==> src/b64t_pkg.sv <==
// Shared types, constants and alphabet functions for the base64url token codec.
package b64t_pkg;

   localparam logic       DIR_ENCODE     = 1'b0;
   localparam logic       DIR_DECODE     = 1'b1;

   localparam logic [5:0] ENC_FINAL_POS  = 6'd31;
   localparam logic [5:0] DEC_FINAL_POS  = 6'd42;
   localparam logic [5:0] DEC_GROUP_END  = 6'd40;

   typedef enum logic [2:0] {
      JOB_ERROR = 3'd0,
      JOB_ENC4  = 3'd1,
      JOB_ENC3  = 3'd2,
      JOB_DEC3  = 3'd3,
      JOB_DEC2  = 3'd4
   } job_kind_type;

   typedef struct packed {
      job_kind_type kind;
      logic [23:0]  acc;
      logic         ok;
   } job_type;

   function automatic logic [2:0] job_len(input job_kind_type kind);
      logic [2:0] n;
      unique case (kind)
         JOB_ERROR: n = 3'd1;
         JOB_ENC4:  n = 3'd4;
         JOB_ENC3:  n = 3'd3;
         JOB_DEC3:  n = 3'd3;
         JOB_DEC2:  n = 3'd2;
         default:   n = 3'd1;
      endcase
      return n;
   endfunction

   function automatic logic [7:0] sextet_to_char(input logic [5:0] v);
      logic [7:0] c;
      if (v < 6'd26) begin
         c = 8'h41 + {2'b00, v};
      end else if (v < 6'd52) begin
         c = 8'h61 + {2'b00, v - 6'd26};
      end else if (v < 6'd62) begin
         c = 8'h30 + {2'b00, v - 6'd52};
      end else if (v == 6'd62) begin
         c = 8'h2D;
      end else begin
         c = 8'h5F;
      end
      return c;
   endfunction

   // bit 6 set when the character belongs to the alphabet
   function automatic logic [6:0] char_to_sextet(input logic [7:0] c);
      logic [6:0] r;
      if (c >= 8'h41 && c <= 8'h5A) begin
         r = {1'b1, 6'(c - 8'h41)};
      end else if (c >= 8'h61 && c <= 8'h7A) begin
         r = {1'b1, 6'(c - 8'h61 + 8'd26)};
      end else if (c >= 8'h30 && c <= 8'h39) begin
         r = {1'b1, 6'(c - 8'h30 + 8'd52)};
      end else if (c == 8'h2D) begin
         r = {1'b1, 6'd62};
      end else if (c == 8'h5F) begin
         r = {1'b1, 6'd63};
      end else begin
         r = 7'd0;
      end
      return r;
   endfunction

endpackage

==> src/b64t_front.sv <==
// Front end: accepts items, tracks token position and packs groups into jobs.
module b64t_front (
   input  logic             clock,
   input  logic             reset,
   input  logic             req_valid,
   output logic             req_stall,
   input  logic [7:0]       req_symbol,
   input  logic             req_last,
   input  logic             csr_valid,
   output logic             csr_ready,
   input  logic             csr_direction,
   input  logic             queue_full,
   output logic             push,
   output b64t_pkg::job_type push_job
);
   import b64t_pkg::*;

   logic        dir_ff, dir_in;
   logic [23:0] acc_ff, acc_in;
   logic [5:0]  pos_ff, pos_in;
   logic [1:0]  phase_ff, phase_in;
   logic        bad_ff, bad_in;
   logic        discard_ff, discard_in;
   logic        accept;
   logic [5:0]  final_pos;
   logic [6:0]  sext;
   logic        job_valid;
   job_type     job;

   assign req_stall = queue_full;
   assign csr_ready = 1'b1;
   assign accept    = req_valid & ~queue_full;
   assign final_pos = dir_ff ? DEC_FINAL_POS : ENC_FINAL_POS;
   assign sext      = char_to_sextet(req_symbol);

   always_comb begin
      dir_in     = dir_ff;
      acc_in     = acc_ff;
      pos_in     = pos_ff;
      phase_in   = phase_ff;
      bad_in     = bad_ff;
      discard_in = discard_ff;
      job_valid  = 1'b0;
      job.kind   = JOB_ERROR;
      job.acc    = '0;
      job.ok     = 1'b0;
      if (csr_valid) begin
         dir_in     = csr_direction;
         acc_in     = '0;
         pos_in     = '0;
         phase_in   = '0;
         bad_in     = 1'b0;
         discard_in = 1'b0;
      end else if (accept) begin
         if (discard_ff || (req_last && pos_ff < final_pos)) begin
            if (req_last) begin
               job_valid  = 1'b1;
               acc_in     = '0;
               pos_in     = '0;
               phase_in   = '0;
               bad_in     = 1'b0;
               discard_in = 1'b0;
            end
         end else if (!req_last && pos_ff >= final_pos) begin
            discard_in = 1'b1;
         end else begin
            pos_in   = pos_ff + 6'd1;
            phase_in = (phase_ff == 2'd2) ? 2'd0 : phase_ff + 2'd1;
            if (!dir_ff) begin
               acc_in = {acc_ff[15:0], req_symbol};
            end else begin
               acc_in = {acc_ff[17:0], sext[5:0]};
               bad_in = bad_ff | ~sext[6];
            end
            job.acc = acc_in;
            if (pos_ff == final_pos) begin
               job_valid  = 1'b1;
               job.kind   = dir_ff ? JOB_DEC2 : JOB_ENC3;
               job.ok     = ~bad_in;
               acc_in     = '0;
               pos_in     = '0;
               phase_in   = '0;
               bad_in     = 1'b0;
            end else if (!dir_ff && phase_ff == 2'd2) begin
               job_valid = 1'b1;
               job.kind  = JOB_ENC4;
            end else if (dir_ff && pos_ff < DEC_GROUP_END && pos_ff[1:0] == 2'd3) begin
               job_valid = 1'b1;
               job.kind  = JOB_DEC3;
            end
         end
      end
   end

   assign push     = accept & job_valid & ~csr_valid;
   assign push_job = job;

   always_ff @(posedge clock) begin
      if (reset) begin
         dir_ff     <= 1'b0;
         acc_ff     <= '0;
         pos_ff     <= '0;
         phase_ff   <= '0;
         bad_ff     <= 1'b0;
         discard_ff <= 1'b0;
      end else begin
         dir_ff     <= dir_in;
         acc_ff     <= acc_in;
         pos_ff     <= pos_in;
         phase_ff   <= phase_in;
         bad_ff     <= bad_in;
         discard_ff <= discard_in;
      end
   end

   a_pos_range: assert property (@(posedge clock) disable iff (reset)
      pos_ff <= DEC_FINAL_POS)
      else $error("position ran past the final character");

endmodule

==> src/b64t_queue.sv <==
// Job queue between the front end and the result sequencer.
module b64t_queue #(
   parameter int DEPTH = 4
) (
   input  logic              clock,
   input  logic              reset,
   input  logic              push,
   input  b64t_pkg::job_type push_job,
   input  logic              pop,
   output b64t_pkg::job_type head_job,
   output logic              empty,
   output logic              full
);
   import b64t_pkg::*;

   localparam int PW = (DEPTH > 1) ? $clog2(DEPTH) : 1;
   localparam int CW = $clog2(DEPTH + 1);

   job_type         mem [DEPTH];
   logic [PW-1:0]   wr_ptr_ff, wr_ptr_in;
   logic [PW-1:0]   rd_ptr_ff, rd_ptr_in;
   logic [CW-1:0]   count_ff, count_in;
   logic            do_pop;

   assign empty    = (count_ff == CW'(0));
   assign full     = (count_ff == CW'(DEPTH));
   assign head_job = mem[rd_ptr_ff];
   assign do_pop   = pop & ~empty;

   always_comb begin
      wr_ptr_in = wr_ptr_ff;
      rd_ptr_in = rd_ptr_ff;
      count_in  = count_ff;
      if (push) begin
         wr_ptr_in = (wr_ptr_ff == PW'(DEPTH - 1)) ? '0 : wr_ptr_ff + PW'(1);
      end
      if (do_pop) begin
         rd_ptr_in = (rd_ptr_ff == PW'(DEPTH - 1)) ? '0 : rd_ptr_ff + PW'(1);
      end
      if (push && !do_pop) begin
         count_in = count_ff + CW'(1);
      end else if (!push && do_pop) begin
         count_in = count_ff - CW'(1);
      end
   end

   always_ff @(posedge clock) begin
      if (push) begin
         mem[wr_ptr_ff] <= push_job;
      end
   end

   always_ff @(posedge clock) begin
      if (reset) begin
         wr_ptr_ff <= '0;
         rd_ptr_ff <= '0;
         count_ff  <= '0;
      end else begin
         wr_ptr_ff <= wr_ptr_in;
         rd_ptr_ff <= rd_ptr_in;
         count_ff  <= count_in;
      end
   end

   a_no_overflow: assert property (@(posedge clock) disable iff (reset)
      full |-> !push)
      else $error("push into a full queue");

endmodule

==> src/b64t_back.sv <==
// Back end: expands queued jobs into result items through an output register.
module b64t_back (
   input  logic              clock,
   input  logic              reset,
   input  b64t_pkg::job_type head_job,
   input  logic              empty,
   output logic              pop,
   output logic              rsp_valid,
   input  logic              rsp_stall,
   output logic [7:0]        rsp_out_symbol,
   output logic              rsp_out_last,
   output logic              rsp_token_ok
);
   import b64t_pkg::*;

   logic       valid_ff, valid_in;
   logic [7:0] sym_ff, sym_in;
   logic       last_ff, last_in;
   logic       ok_ff, ok_in;
   logic [1:0] idx_ff, idx_in;
   logic       load;
   logic       final_step;
   logic [2:0] len;
   logic [23:0] a;

   assign load       = (~valid_ff | ~rsp_stall) & ~empty;
   assign len        = job_len(head_job.kind);
   assign final_step = ({1'b0, idx_ff} == len - 3'd1);
   assign pop        = load & final_step;
   assign a          = head_job.acc;

   always_comb begin
      sym_in  = sym_ff;
      last_in = last_ff;
      ok_in   = ok_ff;
      idx_in  = idx_ff;
      valid_in = valid_ff & rsp_stall;
      if (load) begin
         valid_in = 1'b1;
         idx_in   = final_step ? 2'd0 : idx_ff + 2'd1;
         last_in  = 1'b0;
         ok_in    = 1'b0;
         unique case (head_job.kind)
            JOB_ENC4: begin
               case (idx_ff)
                  2'd0:    sym_in = sextet_to_char(a[23:18]);
                  2'd1:    sym_in = sextet_to_char(a[17:12]);
                  2'd2:    sym_in = sextet_to_char(a[11:6]);
                  default: sym_in = sextet_to_char(a[5:0]);
               endcase
            end
            JOB_ENC3: begin
               case (idx_ff)
                  2'd0:    sym_in = sextet_to_char(a[15:10]);
                  2'd1:    sym_in = sextet_to_char(a[9:4]);
                  default: sym_in = sextet_to_char({a[3:0], 2'b00});
               endcase
               last_in = final_step;
               ok_in   = final_step & head_job.ok;
            end
            JOB_DEC3: begin
               case (idx_ff)
                  2'd0:    sym_in = a[23:16];
                  2'd1:    sym_in = a[15:8];
                  default: sym_in = a[7:0];
               endcase
            end
            JOB_DEC2: begin
               sym_in  = (idx_ff == 2'd0) ? a[17:10] : a[9:2];
               last_in = final_step;
               ok_in   = final_step & head_job.ok;
            end
            default: begin
               sym_in  = 8'd0;
               last_in = 1'b1;
               ok_in   = 1'b0;
            end
         endcase
      end
   end

   always_ff @(posedge clock) begin
      if (reset) begin
         valid_ff <= 1'b0;
         idx_ff   <= '0;
      end else begin
         valid_ff <= valid_in;
         idx_ff   <= idx_in;
      end
      sym_ff  <= sym_in;
      last_ff <= last_in;
      ok_ff   <= ok_in;
   end

   assign rsp_valid      = valid_ff;
   assign rsp_out_symbol = sym_ff;
   assign rsp_out_last   = last_ff;
   assign rsp_token_ok   = ok_ff;

   a_ok_only_last: assert property (@(posedge clock) disable iff (reset)
      valid_ff && ok_ff |-> last_ff)
      else $error("token_ok raised on a non-final item");

   a_idx_in_job: assert property (@(posedge clock) disable iff (reset)
      !empty |-> ({1'b0, idx_ff} < len))
      else $error("result index beyond job length");

   a_idle_idx: assert property (@(posedge clock) disable iff (reset)
      empty |-> idx_ff == 2'd0)
      else $error("partial job left when queue is empty");

endmodule

==> src/base64url_token_codec.sv <==
// Top level of the base64url token codec: front end, job queue and result sequencer.
// Encodes a 32-byte token to 43 unpadded base64url characters (direction 0) or decodes
// 43 characters back to 32 bytes (direction 1). Input items are taken one per cycle
// while the job queue has room; the result sequencer delivers one result item per cycle
// while results are queued and the output is not stalled, so the output side sets the
// sustained rate when encoding. The first result of a group is written to the job queue
// by the edge that accepts the item completing the group and reaches the result port
// through the output register. The final result of each token carries token_ok; a token
// of the wrong length ends in a single zero result with token_ok low.
// A direction write clears all token state and must be issued only while idle.
module base64url_token_codec #(
   parameter int QUEUE_DEPTH = 4
) (
   input  logic       clock,
   input  logic       reset,
   input  logic       req_valid,
   output logic       req_stall,
   input  logic [7:0] req_symbol,
   input  logic       req_last,
   output logic       rsp_valid,
   input  logic       rsp_stall,
   output logic [7:0] rsp_out_symbol,
   output logic       rsp_out_last,
   output logic       rsp_token_ok,
   input  logic       csr_valid,
   output logic       csr_ready,
   input  logic       csr_direction
);
   import b64t_pkg::*;

   logic    push, pop, empty, full;
   job_type push_job, head_job;

   b64t_front u_front (
      .clock         (clock),
      .reset         (reset),
      .req_valid     (req_valid),
      .req_stall     (req_stall),
      .req_symbol    (req_symbol),
      .req_last      (req_last),
      .csr_valid     (csr_valid),
      .csr_ready     (csr_ready),
      .csr_direction (csr_direction),
      .queue_full    (full),
      .push          (push),
      .push_job      (push_job)
   );

   b64t_queue #(
      .DEPTH (QUEUE_DEPTH)
   ) u_queue (
      .clock    (clock),
      .reset    (reset),
      .push     (push),
      .push_job (push_job),
      .pop      (pop),
      .head_job (head_job),
      .empty    (empty),
      .full     (full)
   );

   b64t_back u_back (
      .clock          (clock),
      .reset          (reset),
      .head_job       (head_job),
      .empty          (empty),
      .pop            (pop),
      .rsp_valid      (rsp_valid),
      .rsp_stall      (rsp_stall),
      .rsp_out_symbol (rsp_out_symbol),
      .rsp_out_last   (rsp_out_last),
      .rsp_token_ok   (rsp_token_ok)
   );

endmodule

==> config.mk <==
export PLATFORM = sky130hd
export DESIGN_NAME = base64url_token_codec
export DESIGN_NICKNAME = d
export VERILOG_FILES = /design/src/b64t_pkg.sv /design/src/b64t_front.sv /design/src/b64t_queue.sv /design/src/b64t_back.sv /design/src/base64url_token_codec.sv
export SDC_FILE = /design/constraint.sdc
export NUM_CORES = 1
export LEC_CHECK = 0
export BUFFER_PORTS_ARGS = -buffer_cell sky130_fd_sc_hd__buf_2
export CORE_UTILIZATION = 25
export CTS_BUF_LIST = sky130_fd_sc_hd__clkbuf_16
export DETAILED_ROUTE_END_ITERATION = 10
export GPL_ROUTABILITY_DRIVEN = 0
export GPL_TIMING_DRIVEN = 0
export PLACE_DENSITY = 0.48
export SYNTH_ARGS = -nofsm -noshare
export SYNTH_HDL_FRONTEND = slang
export SYNTH_SLANG_ARGS = --single-unit
==> constraint.sdc <==
create_clock -name clock -period 3.65 [get_ports clock]
set_input_delay 0.73 -clock clock [delete_from_list [all_inputs] [get_ports clock]]
set_output_delay 0.73 -clock clock [all_outputs]
set_load 0.01 [all_outputs]
=== Word level (Yosys, flattened, before mapping) ===
Memory sizes are Yosys's and may differ from the RTL's. A register that Yosys moved wholly into a read port is not among the register bits.
Cells that the tools add are included.

* Register bits: 49
* Bits in writable memories: 112
* Bits of input ports: 15
* Memories kept: 1

{| class="wikitable"
|+ Memory list
! memory !! depth !! width !! read ports !! clocked after Yosys merged registers in !! wr ports !! line !! RTL
|-
| u_queue.mem || 4 || 28 || 1 || 1 || 1 || b64t_queue.sv:19 || <nowiki>job_type mem [DEPTH];</nowiki>
|}

* $add $sub $neg: 48
* Magnitude comparators: 30
* Equality and inequality tests: 23
* Muxes and demuxes: 92
* Bitwise operators: 17
* Reduce and logical (&&, ||, !) cells: 25

{| class="wikitable"
|+ Operator list
! cell !! number
|-
| $mux 8 || 22
|-
| $add 7x6->8 const A || 14
|-
| $mux 28 || 4
|-
| $lt 6x6->1 const B || 15
|-
| $mux 7 || 11
|-
| $mux 18 || 4
|-
| $sub 6x6->6 const B || 9
|-
| $add 6x6->7 const A || 7
|-
| $lt 6x5->1 const B || 7
|-
| $sub 6x5->6 const B || 7
|-
| $eq 6x6->1 const B || 6
|-
| $pmux 8 s2 || 2
|-
| $pmux 8 s4 || 1
|-
| $mux 6 || 5
|-
| $mux 24 || 1
|-
| $pmux 8 s3 || 1
|-
| $mux 1 || 23
|-
| $mux 2 || 11
|-
| $ge 8x7->1 const B || 2
|-
| $le 8x7->1 const B || 2
|-
| $mux 3 || 5
|-
| $eq 2x2->1 const B || 5
|-
| $logic_and 1x1->1 || 10
|-
| $pmux 3 s3 || 1
|-
| 32 further kinds || 60
|}

=== Logic depth before layout (Yosys ltp) ===
* Depth in word-level cells: 19
* Mapped depth: 18

=== By module ===
A second synthesis with hierarchy kept.

* Cell total of the unflattened synthesis: 1144
* Area, all modules: 11543.6 µm²

{| class="wikitable"
|+ By module, submodules not included
! module !! instances !! cells an instance !! area each (µm²)
|-
| b64t_back || 1 || 645 || 4615.7
|-
| b64t_queue || 1 || 190 || 4546.9
|-
| b64t_front || 1 || 309 || 2381.0
|}

=== Least setup slack after synthesis ===
No wires, ideal clock.

* Path kind: register to register
* From: register with a tool-made name
* To: register u_queue.count_ff[2]
* Library setup time: 0.071 ns
* Arrival time: 3.524 ns
* Required time: 3.579 ns
* Path slack: 0.056 ns
* Cell stages (with the launch flop): 19
* Buffers on the path: 4
* Clock period less this slack: 3.594 ns
* Path through: dfxtp_1 > buf_4 > buf_6 > buf_6 > mux4_2 > nor3b_1 > buf_4 > nor2_1 > ha_1 > xor2_1 > nand3_1 > nor2_2 > inv_1 > ha_1 > inv_1 > fa_1 > xor2_1 > or3_1 > a21oi_1

{| class="wikitable"
|+ RTL lines
! what !! line !! RTL
|-
| to (signal assigned) || b64t_queue.sv:61 || <nowiki>count_ff <= count_in;</nowiki>
|-
| to (decl) || b64t_queue.sv:22 || <nowiki>logic [CW-1:0] count_ff, count_in;</nowiki>
|}

==> reports/results.ini <==
[outcome]
outcome = completed

[worst_setup_path]
endpoint_kind = register
crit_type = reg -> reg
crit_required_ns = 3.79
r2r_slack_ns = 0.09
path_max_fanout = 10
r2r_cells = 14
critPathLaunchType = register
cp_data_arrival_time_ns = 3.70
rr_endpoint = u_back.rsp_out_symbol[0]

[routing]
firstDrtPassIters = 5
drt-total-wl_um = 33200
drc = 0
vias = 9181
wl_met3_um = 1220
routed_via_density = 4.96
wl_met2_um = 15700
wl_met1_um = 15700
drt_iter0_markers = 810
top_layer_used = met4
final_antenna_net_count = 0
wl_per_cell_um = 17.9

[hold_path]
hold-path-cell-count = 2
hold_path.class = reg -> reg
whs_endpoint = u_back.rsp_valid
hp-start = u_back.rsp_valid

[sta]
max-slew-margin-rel = 0.275
finalHoldViolCount = 0
rsz0062_at_grt = true
slew_violations = 0
post-route-period-util = 0.975
fmax_ghz = 0.281
worst_pin_slew_ns = 1.07
holdWs_ns = 0.472
finalWorstSetupSlack_ns = 0.0900
finClkSkew_ns = 0.0182
setup_viol = 0
period_needed_ns = 3.56

[yosys]
syn_area_um2 = 11500
synthArstFlopShare = 0
syn_avg_cell_area_um2 = 10.1
synth_nets = 1245
synth_top_flop_cell = edfxtp_1
synth-edff-count = 122
synth_cells = 1140
synth_top_area_frac = 0.318
seq_area_frac_synth = 0.389
synth-seq-cells = 163
yosysWarnings = 0
synth_top_area_cell = edfxtp_1
synth.distinct_cells = 89
synth_area_leaders = edfxtp_1, ha_1, dfxtp_1

[global_routing]
grt_pass1_wl_um = 51200
antenna_found_initial = 1
track_usage = 0.139
grt_pass1_vias = 8773
overflow = 0
grt_start_max_net_pins = 29

[die]
fp-row-count = 78
die_w_um = 217
coreArea_um2 = 45400
dieArea_um2 = 46900
initial_core_util = 0.254
ios = 28
die_h_um = 217

[finish]
fin_nets = 1342
fin_util = 0.305
design_area_um2 = 13900
drive_gt1_frac = 0.212
syn_to_final_growth_pct = 20.3
nFillCells = 4705

[power]
p_clk_frac = 0.191
leakagePower_uw = 0.00487
p_int_uw = 5400
p_sw_uw = 3980
powerDensity_nw_per_um2 = 677
swShare = 0.424
vdd_drop_max_mv = 0.362
seqPwrFrac = 0.238
p_comb_frac = 0.571

[clocking]
clock-sinks = 163
cts.htree.levels = 4
cts_tree = done
clk_path_buf_depth = 2
cts_buffers = 17
hold_buffers = 0
clk_latency_ns = 0.43
cts_root_buffer = clkbuf_16
path_clk_slew_ns = 0.07

[run]
max-cap-violations = 0

[placed_design]
dpl_cell_area_um2 = 12400
io_buffers = 26
dpl_worst_slack_ns = -0.916
dp.final_hpwl_um = 23900

## sequential cells by signal (all words and copies together), names as in the netlist, named ones only
| register | count |
|---|---|
| u_front.discard_ff | 1 |
| u_queue.wr_ptr_ff | 2 |
| u_front.dir_ff | 1 |
| u_front.pos_ff | 6 |
| u_queue.mem | 112 |
| u_front.acc_ff | 18 |
| u_front.bad_ff | 1 |
| u_back.rsp_token_ok | 1 |
| u_queue.rd_ptr_ff | 2 |
| u_front.phase_ff | 2 |
| u_back.rsp_valid | 1 |
| u_back.idx_ff | 2 |
| u_back.rsp_out_last | 1 |
| u_back.rsp_out_symbol | 8 |
| u_queue.count_ff | 3 |
## per-layer routing
layer / up-vias / track usage
met5: - / 0
met4: 0 / 0.0380
met3: 38 / 0.0225
met2: 237 / 0.228
met1: 4478 / 0.189
li1: 4428 / -
## power groups by stage
| stage | Sequential [µW] | Clock (µW) | Combinational [µW] |
|---|---|---|---|
| after floorplan | 2300 | 0 | 3350 |
| after global placement | 2270 | 0 | 4570 |
| after detailed placement | 2270 | 0 | 4580 |
| after CTS | 2230 | 1820 | 4880 |
| after global routing | 2250 | 1900 | 5800 |
| final | 2230 | 1790 | 5360 |
## worst max path at each step
| stage | to | slack (ns) | cells past startpoint |
|---|---|---|---|
| after floorplan | u_queue.count_ff[2] | 0.06 | 18 |
| after global placement | u_queue.mem[1][17] | -0.94 | 8 |
| after detailed placement | u_queue.count_ff[2] | -0.92 | 18 |
| after CTS | u_back.rsp_out_symbol[5] | -0.007 | 17 |
| after global routing | u_back.rsp_out_symbol[5] | -0.04 | 13 |
| final | u_back.rsp_out_symbol[0] | 0.09 | 14 |
## synthesized netlist by cell type, types with 27 or more instances
master and count:
xor2_1 27, nor3_1 28, a21oi_1 75, dfxtp_1 41, nand3_1 38, inv_1 41, o21ai_0 50, nor2_1 108
mux2i_1 27, mux4_2 28, ha_1 89, edfxtp_1 122, xnor2_1 46, nand2_1 96
## critical path: stages (launching register included)
cell and delay (ns):
dfxtp_2 0.32, buf_6 0.14, buf_12 0.14, buf_4 0.15
mux4_2 0.54, buf_12 0.18, clkinvlp_4 0.12, buf_12 0.11
ha_1 0.21, and2_1 0.20, a221oi_4 0.10, or4_1 0.53
a31o_2 0.27, o21ai_1 0.11, nand3_1 0.15
## kinds of logic (layout without fill, tap and decap cells)
group                      count (synthesis)  in the layout  synth area share
muxes                                     58             58            0.0812
buffers and inverters                    110            220            0.0482
xor gates and xnor gates                  79             79            0.0660
other                                      1              2          0.000326
AOI/OAI and AO/OA                        279            279             0.168
DFF                                      163            163             0.389
adders and majority gates                 90             90            0.0984
and+or+nand+nor                          360            360             0.149
## layout make-up
cell class              instances  area, µm²  area share
inverters                      48        203      0.0146
repair buffers                 81        619      0.0447
multi-input cells             867       6760       0.488
plain buffers                  59        454      0.0328
clock inverters                14        123     0.00885
clock buffers                  18        450      0.0325
flip-flops and latches        163       4490       0.324
well taps                     600        751      0.0542
diodes                          1       2.50    0.000181
## layout by cell type, fill, tap and decap left out, drive strengths merged, types with 14 or more instances in the layout
cell type  synthesis  final
nor3              29     29
nand3             38     38
clkbuf            26     48
buf               36    110
ha                89     89
a21oi             80     80
mux2i             27     27
edfxtp           122    122
xor2              27     27
nand2             96     96
dfxtp             41     41
mux4              28     28
o21ai             59     59
a211oi            15     15
inv               47     50
nor2             110    110
xnor2             52     52
and2              14     14
o211ai            19     19
## per-stage QoR
stage               std cells  setup TNS (ns)  power (µW)
floorplan                1140               0        5650
global placement         1766         -111.71        6840
CTS                      1816        -0.00739        8940
detailed placement       1766          -49.35        6850
global route             1850          -0.107        9950
finish                   1851               0        9380
## what timing repair did
| action | 4_1_cts | 5_1_grt |
|---|---|---|
| endpoints found under the hold margin | 0 | 0 |
| pin swaps | 10 | 19 |
| setup buffers | 21 | 32 |
| gates cloned | 0 | 2 |
| gates resized for setup | 45 | 56 |
| setup endpoints to repair | 128 | 122 |
(Power assumes the default switching activity.)
